`config.mk`:
```
export PLATFORM = sky130hd
export DESIGN_NAME = gdc_div_cell
export DESIGN_NICKNAME = d
export VERILOG_FILES = /design/src/sv/gdc_pkg.sv /design/src/sv/gdc_div_cell.sv
export SDC_FILE = /design/constraint.sdc
export NUM_CORES = 1
export LEC_CHECK = 0
export BUFFER_PORTS_ARGS = -buffer_cell sky130_fd_sc_hd__buf_4
export CORE_AREA = 2 2 528 530
export CTS_BUF_LIST = sky130_fd_sc_hd__clkbuf_16
export DETAILED_ROUTE_END_ITERATION = 6
export DIE_AREA = 0 0 530 532
export PLACE_DENSITY = 0.38
export SLEW_MARGIN = 15
export SYNTH_ARGS = -nofsm -noshare
export SYNTH_HDL_FRONTEND = slang
export SYNTH_SLANG_ARGS = --single-unit
```
`constraint.sdc`:
```
create_clock -name aclk -period 21.9 [get_ports aclk]
set_input_delay 2.19 -clock aclk [delete_from_list [all_inputs] [get_ports aclk]]
set_output_delay 2.19 -clock aclk [all_outputs]
set_load 0.005 [all_outputs]
```
`src/sv/gdc_pkg.sv`:
```
// Shared types and constants for the gamepad deadzone conditioner.
package gdc_pkg;

    localparam int RootW    = 24;
    localparam int RemW     = 48;
    localparam int DivW     = 58;
    localparam int QuotW    = 16;
    localparam int NumLanes = 4;

    localparam int LANE_X  = 0;
    localparam int LANE_Y  = 1;
    localparam int LANE_LT = 2;
    localparam int LANE_RT = 3;

    localparam logic [1:0] REG_STICK_DZ = 2'd0;
    localparam logic [1:0] REG_TRIG_DZ  = 2'd1;
    localparam logic [1:0] REG_DIGITAL  = 2'd2;

    typedef enum logic [1:0] {
        STK_PASS,
        STK_ZERO,
        STK_SCALE
    } stk_mode_t;

    typedef struct packed {
        logic [1:0]  port;
        logic [15:0] key;
        stk_mode_t   mode;
        logic [7:0]  x_hi;
        logic [7:0]  y_hi;
        logic        x_neg;
        logic        y_neg;
        logic [15:0] x_mag;
        logic [15:0] y_mag;
        logic        lt_fix;
        logic [7:0]  lt_val;
        logic        rt_fix;
        logic [7:0]  rt_val;
        logic [14:0] lt_num;
        logic [14:0] lt_den;
        logic [14:0] rt_num;
        logic [14:0] rt_den;
    } side_t;

    typedef struct packed {
        logic [RemW-1:0]  rem;
        logic [RootW-1:0] root;
    } sq_t;

    typedef struct packed {
        logic [DivW-1:0]  rem;
        logic [DivW-1:0]  dv;
        logic [QuotW-1:0] q;
        logic             ovf;
    } div_lane_t;

    typedef div_lane_t [NumLanes-1:0] div_bus_t;

endpackage

```
`src/sv/gdc_div_cell.sv`:
```
// One quotient-bit cell of the four-lane restoring divider.
module gdc_div_cell #(
    parameter int Bit = 0
) (
    input  logic              aclk,
    input  logic              aresetn,
    input  logic              in_valid,
    output logic              in_ready,
    input  gdc_pkg::side_t    in_side,
    input  gdc_pkg::div_bus_t in_div,
    output logic              out_valid,
    input  logic              out_ready,
    output gdc_pkg::side_t    out_side,
    output gdc_pkg::div_bus_t out_div
);
    import gdc_pkg::*;

    localparam logic [QuotW-1:0] QBit = QuotW'(1) << Bit;

    logic     valid_reg;
    side_t    side_reg;
    div_bus_t div_reg;
    div_bus_t div_next;

    assign in_ready = !valid_reg || out_ready;

    always_comb begin
        div_next = in_div;
        for (int i = 0; i < NumLanes; i++) begin
            if (in_div[i].rem >= (in_div[i].dv << Bit)) begin
                div_next[i].rem = in_div[i].rem - (in_div[i].dv << Bit);
                div_next[i].q   = in_div[i].q | QBit;
            end
        end
    end

    always_ff @(posedge aclk) begin
        if (!aresetn) begin
            valid_reg <= 1'b0;
        end else if (in_ready) begin
            valid_reg <= in_valid;
        end
        if (in_ready && in_valid) begin
            side_reg <= in_side;
            div_reg  <= div_next;
        end
    end

    assign out_valid = valid_reg;
    assign out_side  = side_reg;
    assign out_div   = div_reg;

endmodule
```
After elaboration in Yosys (flattened, before gate mapping)
Index checks and enable logic that the tools add are counted.
- register bits after elaboration: 681
- bits of input ports: 684
- output and inout port bits: 682
- word-level logic and storage cells: 53
- add/subtract/negate cells: 4
- order comparisons: 4
- multiplexer cells: 4
- reduce and logical (&&, ||, !) cells: 3
- operators with widths (cell ; count):
    >= comparator 58 bit ; 4
    two-way mux 58 bit ; 4
    subtractor 58 bit ; 4
    logical AND 1 bit ; 1
    zero test 1 bit ; 1
    logical OR 1 bit ; 1

Logic depth before layout (Yosys ltp)
- depth after elaboration: 3
- mapped depth: 17
- gate-level depth less buffers: 15

Least setup slack after synthesis
OpenSTA, ideal clock, no wires.
- path kind: input-to-reg
- from: in out_ready
- to: reg div_reg, in the netlist out_div[0], enable pin
- setup time: 1138 ps
- data arrival time: 17682 ps
- data required time: 20762 ps
- path slack: 3081 ps
- stages on the path: 2
- buffers on the path: 0
- path through: nand2b_1 -> and2_1
- word-level cells in the longest chain between the ends: 2
- RTL lines (what ; line ; source):
    start: declaration ; gdc_div_cell.sv:12 ; input logic out_ready,
    logical OR 1 bit ; gdc_div_cell.sv:25 ; assign in_ready = !valid_reg || out_ready;
    logical AND 1 bit ; gdc_div_cell.sv:43 ; if (in_ready && in_valid) begin
    end signal: assignment ; gdc_div_cell.sv:45 ; div_reg <= div_next;
    end: declaration ; gdc_div_cell.sv:22 ; div_bus_t div_reg;
Every way passes these cells.
A chain may end at the register's enable or synchronous reset.

Worst setup path after layout
- from: in out_ready
- to: reg div_reg, in the netlist out_div[514], enable pin
The elaborated chain is that of the path after synthesis.

==> run metrics <==
status finished, final reports clean; worst reg-to-reg path cell count 7; slowest CP cell buf_4; switch share 0.313; pin count of the biggest net entering global routing 146; Syn. warnings 0; Max Cap Violations 0; area occupied by multi-input gates 0.0154 mm2; sequential-to-total area share from yosys stat 0.546; # rows 193; first drt pass iteration count 7; Simple-Gate Fraction of Synth Area 0.0934; 1st-iter DRT viols 2116; P_leak 0.0229 uW; Final HPWL DP 201000 um; die span in y 532 um; Netlist Area Pre-Place 0.0375 mm2; max-slew violations 0; hold_ws 0.582 ns; clock sinks 681; via count 32700; r2r startpoint out_valid; DR vias/cell 3.86; Setup CP Type in -> reg; Async S/R FF share, synth 0; clk_lat worst skew 0.80 ns; initial antenna violation count 89; post-synthesis adder-cell area fraction 0.0796; CP Cell Sequence buf_4, nand2b_1, and2_4, buf_4, buf_4, buf_4, buf_4, buf_12; Rel. slew slack 0.246; most frequent CP cell buf_4; WL/cell 27.8 um; total gr overflow 0; FF+latch area 0.0204 mm2; multiplexer share of the synthesized area 0.0361; power share of the sequential group 0.387; CTS tree done; worst-margin pin slew 1.12 ns; Setup TNS 0 ns; P_sw 1310 uW; Final Hold Vio Count 0; vias in the first global route 33900; Starting Density 0.136; cell depth of the worst setup path 8; peak supply drop 0.0000613 V; RSZ-0062 raised after global routing no; clk_skew 0.0421 ns; Top delay family on crit path buffers and inverters; post-CTS sizing 0; Peak Freq 0.150 GHz; CP Launch Point out_ready; CP startpoint kind input port; Comb pwr share 0.240; Buffers & Inverters on Critical Path 6; number of port buffers 1365; Util after Layout 0.200; final setup fails 0; FF-to-FF End out_div[514]; GPL Wtd Cong 0.900; CTS root buffer clkbuf_16; layout cells sized above 1 0.355; xor and xnor area share after synthesis 0.0489; Yosys cell types 85; Clk pwr share 0.373; Post-synth EDFFs 680; I/O pin total 1366; final worst path period share 0.304; Worst EP required 22.32 ns; GRT Resource Usage Total 0.160; Die Wd 530 um; largest family of logic cells by synthesized area compound AO/OA/AOI/OAI gates; Worst-path clk slew 0.06 ns; fin nets 5603; Post-synth top flop edfxtp_1; fill count 30500; Synth Instances 3315; Syn Nets 4235; Power Density 75.8 mW/mm2; R2R Setup Slk 16.40 ns; Int Power 2870 uW; antenna viol nets, final 0; first-pass GRT wire length 307000 um; worst hold path class reg -> reg; routed wire length 236000 um; Crit. End Element flop; minimum clock period 6.66 ns; crit path max fanout 114; CTS Buf Count 99; slowest stage delay, CP 0.87 ns; CTS Buffer Depth 4; crit path to out_div[514]; Hold Buf Count CTS 0; drt drc 0; post-synthesis compound-gate area fraction 0.152; syn_area_per_cell 11.3 um2; H-tree levels 3; post-CTS setup buffer count 0; Synth Register Bits 681; WP data arrival 7.08 ns; die area 0.282 mm2; Core Region 0.276 mm2; Area Overhead vs Synth 47.2%
[cells in the mapped netlist (all sizes together), types with 6 or more instances]
library cell,instances,area (um2)
nand3,59,295
nor2,243,912
buf,25,144
a31oi,40,287
or3,11,73.8
a21oi,379,1900
and2,12,75.1
a31o,7,61.3
nor3,42,215
o2111ai,7,61.3
xnor2,129,1130
o31ai,17,128
o21bai,54,405
a211oi,20,160
ha,232,2900
xor2,80,701
a21boi,7,52.6
and3,35,219
a21o,121,910
nor3b,8,60.1
nor2b,22,138
edfxtp,680,20400
mux2,113,1300
a41oi,6,52.6
inv,310,1160
clkbuf,92,347
o21a,28,210
nand2b,22,138
or2,13,81.3
a221o,11,110
o211ai,13,103
and4,6,52.6
nand4,66,413
nand2,180,676
o21ai,148,744
[worst min-delay path by stage]
stage | start | depth (start not counted) | endpoint | slack (ns)
after floorplan | out_valid | 2 | out_valid | 0.54
after global placement | out_valid | 2 | out_valid | 0.52
after detailed placement | out_valid | 2 | out_valid | 0.57
after CTS | out_valid | 2 | out_valid | 0.58
after global routing | out_valid | 2 | out_valid | 0.62
final | out_valid | 2 | out_valid | 0.58
[cell type report]
class | count | share of cell area
diodes | 24 | 0.00109
clock buffers | 99 | 0.0450
clock inverters | 73 | 0.00963
inverters | 310 | 0.0211
multi-input cells | 2207 | 0.279
flip-flops and latches | 681 | 0.371
well taps | 3705 | 0.0841
repair buffers | 1384 | 0.189
[cells by family after synthesis]
kind of cell | after synthesis
AOI/OAI and AO/OA | 906
DFF | 681
buffers and inverters | 427
and+or+nand+nor | 738
muxes | 118
xor gates and xnor gates | 209
adders and majority gates | 236
[power by group through the flow]
stage,combinational (uW),clock (uW),sequential (uW)
after floorplan,465,0,1690
after global placement,1020,0,1640
after detailed placement,1020,0,1640
after CTS,1030,1640,1620
after global routing,1090,1670,1630
final,1000,1560,1620
[layout by cell type, fill, tap and decap left out, drive strengths merged, types with 99 or more instances in the layout]
master,Yosys,routed
xnor2,129,129
nand2,180,180
nor2,243,243
a21oi,379,379
mux2,113,113
buf,25,1384
inv,310,334
edfxtp,680,680
clkbuf,92,99
o21ai,148,148
a21o,121,121
ha,232,232
[stage by stage]
step                      cell area, um2  setup slack (ns)  total power [uW]  instances
after floorplan                    37500              3.08              2150       3315
after global routing               55100             14.83              4390       8470
after detailed placement           52000             14.22              2660       8287
final                              55100             15.24              4180       8483
after global placement             52000             14.30              2670       8287
after CTS                          55100             15.19              4280       8459
[registers in the layout, indices dropped and copies added, names as in the netlist]
name	flops
out_valid	1
out_side	148
out_div	532
[per-layer routing]
metal / up-vias / share of wire / GRT usage
met3: 299 / 0.089 / 0.0573
met5: - / 0.0013 / 0
met1: 16000 / 0.35 / 0.164
met2: 1412 / 0.52 / 0.294
met4: 42 / 0.038 / 0.0605
li1: 15000 / - / -
[worst min-delay path: stages (launching register included)]
cell and delay (ns):
dfxtp_1 0.32, nand2b_1 0.12, a21boi_0 0.09
No activity file was read; power rests on OpenSTA's default activity.
