===== config.mk =====
export PLATFORM = sky130hd
export DESIGN_NAME = gdc_sqrt_cell
export DESIGN_NICKNAME = d
export VERILOG_FILES = /design/src/sv/gdc_pkg.sv /design/src/sv/gdc_sqrt_cell.sv
export SDC_FILE = /design/constraint.sdc
export NUM_CORES = 1
export LEC_CHECK = 0
export ABC_AREA = 1
export BUFFER_PORTS_ARGS = -buffer_cell sky130_fd_sc_hd__buf_2
export CORE_AREA = 2 2 172 174
export DETAILED_ROUTE_END_ITERATION = 8
export DIE_AREA = 0 0 174 176
export GPL_TIMING_DRIVEN = 0
export PLACE_DENSITY = 0.64
export SLEW_MARGIN = 20
export SYNTH_ARGS = -nofsm -noshare
export SYNTH_HDL_FRONTEND = slang
export SYNTH_SLANG_ARGS = --single-unit

===== constraint.sdc =====
create_clock -name aclk -period 14 [get_ports aclk]
set_clock_uncertainty 0.15 [all_clocks]
set_input_delay 2.8 -clock aclk [delete_from_list [all_inputs] [get_ports aclk]]
set_output_delay 2.8 -clock aclk [all_outputs]
set_load 0.01 [all_outputs]

===== src/sv/gdc_pkg.sv =====
// Shared types and constants for the gamepad deadzone conditioner.
package gdc_pkg;

    localparam int RootW    = 24;
    localparam int RemW     = 48;
    localparam int DivW     = 58;
    localparam int QuotW    = 16;
    localparam int NumLanes = 4;

    localparam int LANE_X  = 0;
    localparam int LANE_Y  = 1;
    localparam int LANE_LT = 2;
    localparam int LANE_RT = 3;

    localparam logic [1:0] REG_STICK_DZ = 2'd0;
    localparam logic [1:0] REG_TRIG_DZ  = 2'd1;
    localparam logic [1:0] REG_DIGITAL  = 2'd2;

    typedef enum logic [1:0] {
        STK_PASS,
        STK_ZERO,
        STK_SCALE
    } stk_mode_t;

    typedef struct packed {
        logic [1:0]  port;
        logic [15:0] key;
        stk_mode_t   mode;
        logic [7:0]  x_hi;
        logic [7:0]  y_hi;
        logic        x_neg;
        logic        y_neg;
        logic [15:0] x_mag;
        logic [15:0] y_mag;
        logic        lt_fix;
        logic [7:0]  lt_val;
        logic        rt_fix;
        logic [7:0]  rt_val;
        logic [14:0] lt_num;
        logic [14:0] lt_den;
        logic [14:0] rt_num;
        logic [14:0] rt_den;
    } side_t;

    typedef struct packed {
        logic [RemW-1:0]  rem;
        logic [RootW-1:0] root;
    } sq_t;

    typedef struct packed {
        logic [DivW-1:0]  rem;
        logic [DivW-1:0]  dv;
        logic [QuotW-1:0] q;
        logic             ovf;
    } div_lane_t;

    typedef div_lane_t [NumLanes-1:0] div_bus_t;

endpackage


===== src/sv/gdc_sqrt_cell.sv =====
// One digit cell of the pipelined radius square root.
module gdc_sqrt_cell #(
    parameter int Bit = 0
) (
    input  logic          aclk,
    input  logic          aresetn,
    input  logic          in_valid,
    output logic          in_ready,
    input  gdc_pkg::side_t in_side,
    input  gdc_pkg::sq_t   in_sq,
    output logic          out_valid,
    input  logic          out_ready,
    output gdc_pkg::side_t out_side,
    output gdc_pkg::sq_t   out_sq
);
    import gdc_pkg::*;

    localparam logic [RemW-1:0]  TrialBit = RemW'(1) << (2 * Bit);
    localparam logic [RootW-1:0] RootBit  = RootW'(1) << Bit;

    logic            valid_reg;
    side_t           side_reg;
    sq_t             sq_reg;
    sq_t             sq_next;
    logic [RemW-1:0] trial;

    assign in_ready = !valid_reg || out_ready;

    always_comb begin
        trial   = ({{(RemW - RootW){1'b0}}, in_sq.root} << (Bit + 1)) | TrialBit;
        sq_next = in_sq;
        if (in_sq.rem >= trial) begin
            sq_next.rem  = in_sq.rem - trial;
            sq_next.root = in_sq.root | RootBit;
        end
    end

    always_ff @(posedge aclk) begin
        if (!aresetn) begin
            valid_reg <= 1'b0;
        end else if (in_ready) begin
            valid_reg <= in_valid;
        end
        if (in_ready && in_valid) begin
            side_reg <= in_side;
            sq_reg   <= sq_next;
        end
    end

    assign out_valid = valid_reg;
    assign out_side  = side_reg;
    assign out_sq    = sq_reg;

endmodule


=== Word level (Yosys, flattened, before mapping) ===
Cells that the tools add are included.

* Output and inout bits: 222
* Register bits after elaboration: 221
* Bits of input ports: 224
* Logic and storage cells: 27

* $add $sub $neg: 1
* Muxes and demuxes: 1
* Reduce and logical (&&, ||, !) cells: 3
* $lt $le $gt $ge: 1

{| class="wikitable"
|+ Operators by type and width
! operator !! number
|-
| 72-bit two-way mux || 1
|-
| 48-bit by 25-bit >= comparator with 1-bit output || 1
|-
| 48-bit by 25-bit subtractor with 48-bit output || 1
|-
| 1-bit logical AND || 1
|-
| 1-bit zero test || 1
|-
| 1-bit logical OR || 1
|}

=== Depth between registers and ports, before layout ===
* Word-level depth: 3
* Depth in mapped cells: 17
* Gate-level depth less buffers: 15

=== Worst setup path before layout ===
No wires, ideal clock.

* Kind: input to register
* Start: in in_valid
* End: reg side_reg (netlist bit out_side[0]), enable pin
* Path buffers: 0
* Arrival time: 13394 ps
* Library setup time: 873 ps
* Path slack: -417 ps
* Cell stages on the path: 2
* Data required time: 12977 ps
* Cell sequence: inv_1 -> a21oi_1

* Longest elaborated chain between the ends: 1

{| class="wikitable"
|+ RTL lines
! item !! line !! RTL
|-
| start, declared || gdc_sqrt_cell.sv:7 || <nowiki>input logic in_valid,</nowiki>
|-
| 1-bit logical AND || gdc_sqrt_cell.sv:44 || <nowiki>if (in_ready && in_valid) begin</nowiki>
|-
| end signal, assigned || gdc_sqrt_cell.sv:45 || <nowiki>side_reg <= in_side;</nowiki>
|-
| end, declared || gdc_sqrt_cell.sv:22 || <nowiki>side_t side_reg;</nowiki>
|}

Every way passes these cells.
A chain may end at the register's enable or synchronous reset.

=== Worst setup path after layout ===
* Start: in out_ready
* End: out in_ready

* Longest elaborated chain between the ends: 1

{| class="wikitable"
|+ RTL lines
! item !! line !! RTL
|-
| start, declared || gdc_sqrt_cell.sv:12 || <nowiki>input logic out_ready,</nowiki>
|-
| 1-bit logical OR || gdc_sqrt_cell.sv:27 || <nowiki>assign in_ready = !valid_reg || out_ready;</nowiki>
|-
| end, declared || gdc_sqrt_cell.sv:8 || <nowiki>output logic in_ready,</nowiki>
|}

Every way passes these cells.

==> impl_metrics.csv <==
group,metric,value,unit
status,outcome,"finished clean",
worst_setup_path,r2r_start,"out_valid",
floorplan,die_area,0.0306,sq mm
timing,slew_violations,0,
final_layout,multi_input_area,0.00292,sq mm
clocking,clk_path_buf_depth,3,
clocking,cts_tree,"done",
place,io_buffers,445,
final_layout,finalNetCount,1714,
synth,synth-seq-cells,221,
final_layout,num-fill-cells,2751,
detailed_routing,drt_iter0_markers,651,
power,irDropWorstVdd,0.105,mV
synth,ys.flop_type,"edfxtp_1",
clocking,cts-root-buf,"clkbuf_16",
timing,worstMarginPinSlew,0.526,ns
final_layout,final_cell_area,0.0140,sq mm
grt,grt_start_max_net_pins,25,
timing,fin_crit,6.22,ns
synth,ys_async_sr_fraction,0,
worst_setup_path,reg2reg_to,"out_sq[2]",
synth,synth_area_leader_cell,"edfxtp_1",
power,p_seq_frac,0.479,
clocking,hold_buffers,0,
detailed_routing,routed_via_density,4.62,
synth,syn-instance-count,981,
worst_setup_path,cp.arrival,3.27,ns
final_layout,drive_gt1_frac,0.368,
grt,grt_pass1_wl,53.1,mm
synth,syn_nets,1231,
floorplan,ioPinCount,446,
synth,synth_edf_count,220,
floorplan,dieHeight,176,um
grt,grt_pass1_vias,8523,
worst_setup_path,crit_path_max_fanout,2,
timing,fmax,161,MHz
synth,synth.most_common_cell,"nand2_1",
worst_setup_path,r2r_setup_slack,11.57,ns
timing,slew_headroom,0.648,
synth,synth_area_leaders,"edfxtp_1, nand2_1, inv_1",
power,p_comb_frac,0.158,
timing,rsz0062_at_grt,"false",
power,swShare,0.258,
synth,yosysUniqueCellTypes,27,
worst_setup_path,cp_common_cell,"buf_2",
grt,grt_usage,0.236,
synth,synth_common_cells,"nand2_1, edfxtp_1, inv_1",
timing,fin_crit_sh,0.444,
clocking,clkTransAtPathRegs,0.06,ns
timing,setup_violations,0,
power,power_frac_clock,0.363,
worst_setup_path,reg2regPathDepth,7,
job,max-cap-violations,0,
worst_setup_path,start_kind,"input pin",
detailed_routing,wl_per_cell,20.1,um
detailed_routing,routed_wl,37.5,mm
floorplan,coreArea,0.0285,sq mm
floorplan,row_count,62,
grt,antenna_found_initial,13,
clocking,cts_buffers,25,
worst_setup_path,cpLargestDelayFamily,"buffers and inverters",
floorplan,initial_core_util,0.359,
worst_setup_path,cp_cell_sequence,"buf_2, inv_1, nand2_1, buf_2",
timing,finalSetupTns,0,ns
place,dp_cells,1821,
floorplan,fp.dieW,174,um
min_path,whs_path_depth,2,
min_path,hold_class,"reg -> reg",
detailed_routing,drcViolationCount,0,
power,leakagePower,0.00650,uW
synth,syn_avg_cell_area,10.4,sq um
clocking,cts_setup_buffers,0,
worst_setup_path,slowest_stage,"buf_2",
synth,yosys_warnings,0,
synth,seq_area_frac_synth,0.647,
min_path,holdPathEnd,"out_valid",
min_path,worstHoldStart,"out_valid",
worst_setup_path,crit_cells,4,
grt,grt_overflow_total,0,
worst_setup_path,required,11.05,ns
power,pwr_density_cell,118,mW/mm^2
worst_setup_path,slowest_delay,0.14,ns
worst_setup_path,path_buf_inv,3,
final_layout,area_delta_synth_final,36.8,%
detailed_routing,drtAntennaViolNets,0,
timing,finalHoldViolations,0,
place,place.gp.congestion,0.909,
clocking,cts_resized,0,
worst_setup_path,cp-end-kind,"output pin",
final_layout,seq_area,0.00663,sq mm
worst_setup_path,path_class,"in -> out",
clocking,clk_latency,0.51,ns
synth,synth_area,0.0102,sq mm
power,internal_power,1230,uW
clocking,cts.sinks,221,
place,dp_hpwl,30.9,mm
final_layout,fin_cells,1869,
power,switchingPower,427,uW
clocking,h-tree-depth,1,
detailed_routing,route.vias.total,8636,
place,place_area,0.0133,sq mm
detailed_routing,dr.pass1.iters,5,
synth,yosysTopAreaCellShare,0.645,
[stage by stage]
| stage | setup WS [ns] | hold slack [ns] | util | power (uW) |
|---|---|---|---|---|
| floorplan | 4.12 | 0.458 | - | 943 |
| global placement | 1.38 | 0.362 | 0.454 | 1070 |
| detailed placement | 7.78 | 0.396 | 0.465 | 1070 |
| CTS | 7.78 | 0.415 | 0.490 | 1670 |
| global route | 7.75 | 0.448 | 0.491 | 1720 |
| finish | 7.78 | 0.413 | 0.491 | 1660 |
[routing by layer]
metal	part of all wire	track usage
met1	0.41	0.296
met2	0.49	0.410
met3	0.078	0.0512
met4	0.029	0.0700
met5	0.0014	0
[power by group through the flow]
stage	logic, uW	clock network [uW]	registers (uW)
3_3_place_gp	247	0	819
2_1_floorplan	101	0	841
6_report	262	601	794
3_5_place_dp	263	0	807
5_1_grt	286	635	798
4_1_cts	265	615	794
[worst reg2reg max path, delay by kind of cell (launching register included)]
family	cells	cell delay, ns
AOI/OAI and AO/OA	1	0.47
DFF	1	0.35
buffers and inverters	6	1.17
[final cells by class]
cell class / instances / share of cell area
Tap cell: 384 / 0.0343
Timing Repair Buffer: 456 / 0.181
Clock buffer: 32 / 0.0465
Buffer: 8 / 0.00580
Antenna cell: 5 / 0.000893
Clock inverter: 11 / 0.00580
Inverter: 166 / 0.0445
Multi-Input combinational cell: 586 / 0.209
Sequential cell: 221 / 0.473
[registers in the layout (all words and copies together), names as in the netlist]
signal     count
out_side     148
out_sq        72
out_valid      1
[worst max path at each step]
stage              start     endpoint
6_report       out_ready     in_ready
4_1_cts        out_ready     in_ready
3_3_place_gp   out_ready   out_sq[70]
3_5_place_dp   out_ready     in_ready
5_1_grt        out_ready     in_ready
2_1_floorplan  out_ready  out_side[0]
[placed cells by master (no fill, tap or decap), drive strengths merged]
cell type | Yosys | layout
clkinv | 0 | 8
nand2 | 306 | 306
o21ai | 24 | 24
bufinv | 0 | 1
nand3 | 51 | 51
nand4 | 16 | 16
nor3 | 5 | 5
xnor2 | 16 | 16
xor2 | 7 | 7
fa | 1 | 1
dfxtp | 1 | 1
clkbuf | 0 | 32
o21bai | 1 | 1
ha | 25 | 25
nand3b | 6 | 6
inv | 166 | 167
a21boi | 1 | 1
a21oi | 35 | 35
diode | 0 | 5
clkinvlp | 0 | 1
buf | 8 | 464
nor2 | 92 | 92
edfxtp | 220 | 220
[kinds of logic after synthesis]
group                    share of synthesized area
AND/OR/NAND/NOR                              0.193
AO/OA/AOI/OAI                               0.0395
XOR/XNOR                                    0.0197
adder cells (fa/ha/maj)                     0.0325
flip-flops                                   0.647
buffers and inverters                       0.0688
Power figures use the tool's default switching activity.
